## src/design/lgt_pkg.sv

```systemverilog
// Shared types, constants and codes for the toroidal life generation block.
package lgt_pkg;

  localparam int ROW_W      = 64;
  localparam int IDX_W      = 6;
  localparam int CFG_W      = 7;
  localparam int CFG_IDX_W  = 1;
  localparam int MAX_ROWS_DEFAULT = 64;
  localparam int MAX_COLS_DEFAULT = 64;

  localparam logic [CFG_W-1:0] ROW_COUNT_RESET    = 7'd20;
  localparam logic [CFG_W-1:0] COLUMN_COUNT_RESET = 7'd60;
  localparam logic [CFG_W-1:0] MIN_SIZE           = 7'd3;

  localparam logic [CFG_IDX_W-1:0] CFG_ROW_COUNT    = 1'd0;
  localparam logic [CFG_IDX_W-1:0] CFG_COLUMN_COUNT = 1'd1;

  localparam logic KIND_LOAD = 1'b0;
  localparam logic KIND_STEP = 1'b1;

  localparam logic [3:0] BIRTH_COUNT  = 4'd3;
  localparam logic [3:0] SURVIVE_LOW  = 4'd2;
  localparam logic [3:0] SURVIVE_HIGH = 4'd3;

  typedef struct packed {
    logic             kind;
    logic [IDX_W-1:0] row_index;
    logic [ROW_W-1:0] row_cells;
  } in_item_t;

  typedef struct packed {
    logic [IDX_W-1:0] out_row_index;
    logic [ROW_W-1:0] out_row_cells;
    logic             last_row;
  } out_item_t;

  typedef enum logic {
    OP_LOAD,
    OP_STEP
  } op_t;

  typedef struct packed {
    op_t              op;
    logic [IDX_W-1:0] addr;
    logic [ROW_W-1:0] cells;
  } cmd_t;

  function automatic logic [CFG_W-1:0] clamp_size(input logic [CFG_W-1:0] v,
                                                  input logic [CFG_W-1:0] maxv);
    logic [CFG_W-1:0] r;
    r = v;
    if (v < MIN_SIZE) r = MIN_SIZE;
    else if (v > maxv) r = maxv;
    return r;
  endfunction

endpackage

```

## src/design/lgt_front.sv

```systemverilog
// Front end: accepts items, decodes them into commands and queues them for the back end.
module lgt_front #(
  parameter int MAX_ROWS = lgt_pkg::MAX_ROWS_DEFAULT
) (
  input  logic              clk,
  input  logic              rst,
  input  logic              in_valid,
  output logic              in_ready,
  input  lgt_pkg::in_item_t in_item,
  output logic              cmd_valid,
  input  logic              cmd_pop,
  output lgt_pkg::cmd_t     cmd
);
  import lgt_pkg::*;

  localparam int DEPTH = 2;

  cmd_t        slots [DEPTH];
  logic        wr_ptr;
  logic        rd_ptr;
  logic [1:0]  fill;
  cmd_t        dec;
  logic        push;
  logic        pop;

  always_comb begin
    dec.op    = (in_item.kind == KIND_STEP) ? OP_STEP : OP_LOAD;
    dec.addr  = in_item.row_index & IDX_W'(MAX_ROWS - 1);
    dec.cells = in_item.row_cells;
  end

  assign in_ready  = (fill != 2'(DEPTH));
  assign push      = in_valid && in_ready;
  assign cmd_valid = (fill != 2'd0);
  assign pop       = cmd_pop && cmd_valid;
  assign cmd       = slots[rd_ptr];

  always_ff @(posedge clk) begin
    if (push) slots[wr_ptr] <= dec;
  end

  always_ff @(posedge clk) begin
    if (rst) begin
      wr_ptr <= 1'b0;
      rd_ptr <= 1'b0;
      fill   <= 2'd0;
    end else begin
      if (push) wr_ptr <= ~wr_ptr;
      if (pop)  rd_ptr <= ~rd_ptr;
      case ({push, pop})
        2'b10:   fill <= fill + 2'd1;
        2'b01:   fill <= fill - 2'd1;
        default: fill <= fill;
      endcase
    end
  end

endmodule

```

## config.mk

```make
export PLATFORM = sky130hd
export DESIGN_NAME = lgt_front
export DESIGN_NICKNAME = d
export VERILOG_FILES = /design/src/design/lgt_pkg.sv /design/src/design/lgt_front.sv
export SDC_FILE = /design/constraint.sdc
export NUM_CORES = 1
export LEC_CHECK = 0
export BUFFER_PORTS_ARGS = -buffer_cell sky130_fd_sc_hd__buf_2
export CORE_MARGIN = 8
export CORE_UTILIZATION = 56
export CTS_CLUSTER_SIZE = 16
export DETAILED_ROUTE_END_ITERATION = 8
export GPL_TIMING_DRIVEN = 0
export HOLD_SLACK_MARGIN = 0.08
export PLACE_DENSITY = 0.85
export SYNTH_ARGS = -nofsm -noshare
export SYNTH_HDL_FRONTEND = slang
export SYNTH_SLANG_ARGS = --single-unit
```

## constraint.sdc

```tcl
create_clock -name clk -period 5.3 [get_ports clk]
set_input_delay 0.53 -clock clk [delete_from_list [all_inputs] [get_ports clk]]
set_output_delay 0.53 -clock clk [all_outputs]
set_load 0.005 [all_outputs]
```

# After elaboration in Yosys (flattened, before gate mapping)
# Memories as Yosys holds them, arrays and structs flattened. A register that Yosys moved wholly into a read port is not among the register bits.
# Cells that the tools add are included.
# classes
reduce_logical	4
addsub	2
eq_ne	3
n_mux	6
bitwise	2
# ops
cell	count
$mux W1	5
$pmux W2 S2	1
$reduce_bool A2 Y1	2
$add A2 B1 Y2 const B	1
$eq A2 B1 Y1 const B	1
$eq A2 B2 Y1 const B	1
$logic_and A1 B1 Y1	2
$ne A2 B2 Y1 const B	1
$not A1 Y1	2
$sub A2 B1 Y2 const B	1
# word_totals
inputBits	75
output_inout_bits	73
regBits	4
n_memories	1
ram_bits	142
word_cells	21
# mem_list
name	words	width	rd	rd_clocked_by_memory_dff	write_ports	line_no	source
slots	2	71	1	1	1	lgt_front.sv:18	cmd_t slots [DEPTH];

# Logic depth before layout (Yosys ltp)
# logic_depth
depth_word	4
depth_mapped	6
depth_no_buf	6

# Worst setup path after synthesis
# No wires, ideal clock.
# synth_timing
kind	reg2reg
start	register fill[0]
end	memory slots[1][0] (netlist name) (enable)
setup_slack_ns	2.541
synth_period_minus_slack_ns	2.759
stages_incl_launch_ff	3
path_buffers	0
arrival_time_ns	2.322
required_ns	4.863
setup_ns	0.437
cell_sequence	dfxtp_1 -> nand2b_1 -> and3_1
# synth_between
elab_chain_cells	4
# synth_lines
item	line_no	source
start: declaration	lgt_front.sv:21	logic [1:0] fill;
start signal: assignment	lgt_front.sv:51	2'b10: fill <= fill + 2'd1;
start signal: assignment	lgt_front.sv:52	2'b01: fill <= fill - 2'd1;
start signal: assignment	lgt_front.sv:53	default: fill <= fill;
$ne A2 B2 Y1	lgt_front.sv:32	assign in_ready = (fill != 2'(DEPTH));
via in_ready	lgt_front.sv:8	output logic in_ready,
$logic_and A1 B1 Y1	lgt_front.sv:33	assign push = in_valid && in_ready;
$mux W1	lgt_front.sv:39	if (push) slots[wr_ptr] <= dec;
$mux W1 (not written as such)	lgt_front.sv:39	
end: declaration	lgt_front.sv:18	
# The timed path passes the listed nets, and every way through them passes these cells.

==> results.md <==
* Status: finished clean
* P&R area growth vs syn at 28.5%
* DRT iter0 DRCs at roughly 170
* Largest area contributor in the netlist: edfxtp_1
* RD Place Congestion at 0.686
* Non-filler cells, final at 554
* Slew at the pin closest to its max-slew limit at 0.914 ns
* Initial antenna violation count at 0
* MaxCap Viol Count at 0
* H-tree levels at 4
* Synthesized Nets at around 320
* Hold_buf cts at 0
* Final Core Density at about three quarters
* Psw at 0.871 mW
* Pre-CTS WS at 3.38 ns
* P_int at ~2.6 mW
* Worst r2r dst: slots[0][70]
* Sw Ratio at 25.3%
* Synth top area cells: edfxtp_1 80%, mux2_2 15%, dfxtp_1 1.9%
* Setup bufs post-CTS at 0
* Tcrit/Tclk final at 44.7%
* CTS clk-pin slew, worst paths at 0.06 ns
* Overall power at 3.45 mW
* Number of cell rows at 35
* Crit Path Class: reg2out
* PwrDens at between 500 and 600 nW/um^2
* Routed WL at 10000 um
* Initial DRT Pass Iterations at 6
* Synth cell types at 19
* Hold Crit Class: in2reg
* Worst Path Arrival at 1.84 ns
* Wire per inst at 18.1 um
* Sequential area share after synthesis at 81.9%
* Number of inserted diodes at 0
* CTS root buf: clkbuf_8
* FF/Latch Area at 4360 um^2
* Clock period minus worst slack at ~2.4 ns
* Register share of total power at between 40 and 50%
* Kind of end point of the critical path: primary output
* Leak at approximately 2.6 nW
* Worst skew pair latency at roughly 0.5 ns
* Share of the synthesized area in the top cell type at 80.1%
* Final setup fails at 0
* Fillers at 565
* Final worst slack at about 2.9 ns
* Worst-case hold slack at 0.212 ns
* Post-Route Skew at 0.0113 ns
* Fin. Hold Viols at 0
* VDD IR max at approximately 0.40 mV
* CTS tree: yes
* Multi-input gate area at 923 um^2
* Gate Count Post-Synth at ~250
* Total GRT Usage at approximately 16%
* GRT Residual Overflow at 0
* Relative slew slack at 39.1%
* Synthesized area per cell at 21.7 um^2
* Combinational share of power at 22.0%
* I/O pins at around 150
* Slew Limit Fails at 0
* DR vias/cell at 5.04
* Largest net degree at the start of global routing at 72
* Setup tns final at 0 ns
* Residual DRC at 0
* Routed vias at roughly 2800
* Hold depth at 1
* Startpoint Class: register
* Post-CTS sizing at 0
* Floorplan Core Area at slightly above 9000 um^2
* Flop2flop setup slack at 3.40 ns
* Die W at 114 um
* Hold Path Sink: slots[0][17]
* Layout cells sized above 1 at 61.6%
* Max Freq at roughly 0.42 GHz
* Initial cell density of the core at between 50% and 60%
* Worst hold start: in_item[17]
* Max clock buf depth at 2
* Clk pwr share at 34.3%
* CP max FO at 10
* # clock sinks at 147
* DIE AREA at 12900 um^2
* HPWL after DPL at 6840 um
* Placed cell areas at about 6300 um^2
* Crit path required time at between 4 and 5 ns
* Net count, final at 488
* R2R cell count at 3
* Clock buffer count from CTS at 17
* Synth Cell Area at about 5300 um^2
* RSZ-0062 raised after global routing: no
* Die height at approximately 110 um
* First-pass GRT wire length at 15300 um
* Flops & latches, synth at between 100 and 150
* Port Buffer Count at 147
* Vias in the first global route at 3021
* Synth Warn # at 0
* Post-DRT Antenna Nets at 0
* RR Startpoint: fill[0]
* Fin area at 6840 um^2
* Post-placement cell count at 522
cell usage in the layout, fill, tap and decap left out:
master      count
or2_2           1
nand3b_1        1
clkinvlp_4      3
a21bo_2         1
nor2_1          3
edfxtp_1      142
xor2_1          1
o21a_1          1
clkinv_2        2
clkbuf_1        1
xnor2_1         2
inv_6           5
a21oi_1         2
o21ai_0         1
inv_4           1
buf_12          1
bufinv_16       3
ha_1            1
clkbuf_16      16
clkinv_4        1
and3_4          1
buf_2         155
mux2_2         71
or3_1           1
nand2b_1        1
dfxtp_1         5
clkbuf_8        1
nand2_1         1
worst max-delay path by stage:
stage	to	startpoint	cells past startpoint	slack [ns]
global route	cmd[15]	register	4	2.80
CTS	cmd[10]	register	4	2.87
detailed placement	slots[0][42]	in_valid	3	3.38
finish	cmd[11]	register	4	2.93
global placement	slots[1][42]	in_valid	2	1.73
floorplan	slots[1][0]	fill[0]	2	2.54
logic make-up after synthesis:
kind of cell	Yosys count	share of synthesized area, %
AND/OR/NAND/NOR	9	0.893
XOR/XNOR	3	0.493
AO/OA/AOI/OAI	5	0.611
adder cells (fa/ha/maj)	1	0.235
multiplexers	71	15.0
buffers and inverters	9	0.822
flip-flops	147	81.9
flip-flops by register name (all words and copies together), names as in the netlist, named ones only:
name,flops
wr_ptr,1
fill,2
rd_ptr,1
slots,142
synthesized netlist by cell type:
library cell,n
ha_1,1
or3_1,1
and3_1,1
o21a_1,1
nand3b_1,1
a21bo_2,1
or2_2,1
nor2_1,3
nand2b_1,1
xnor2_1,2
dfxtp_1,5
edfxtp_1,142
xor2_1,1
o21ai_0,1
buf_2,8
nand2_1,1
mux2_2,71
a21oi_1,2
inv_1,1
worst max-delay path: stages, from the launching register on:
cell and delay [ns]:
dfxtp_1 0.30, buf_2 0.21, buf_2 0.31, mux2_2 0.38, buf_2 0.13
layer usage:
metal	global-route usage, %	part of all wire, %
met5	0	0
met3	6.66	8.6
met2	27.5	53
met1	16.2	38
met4	6.13	0.77
cell type report:
| cell class | count | area share, % |
|---|---|---|
| Sequential cell | 147 | 63.8 |
| Multi-Input combinational cell | 89 | 13.5 |
| Timing Repair Buffer | 148 | 11.0 |
| Clock buffer | 18 | 6.11 |
| Clock inverter | 14 | 2.56 |
| Tap cell | 129 | 2.36 |
| Buffer | 8 | 0.585 |
| Inverter | 1 | 0.0914 |
power groups by stage:
stage / clock (mW) / combinational [mW] / sequential (mW)
finish: 1.18 / 0.758 / 1.51
global route: 1.25 / 0.832 / 1.52
floorplan: 0 / 0.449 / 1.53
detailed placement: 0 / 0.772 / 1.54
global placement: 0 / 0.751 / 1.54
CTS: 1.20 / 0.779 / 1.51
Note: power is estimated with default switching activity, not from simulation.
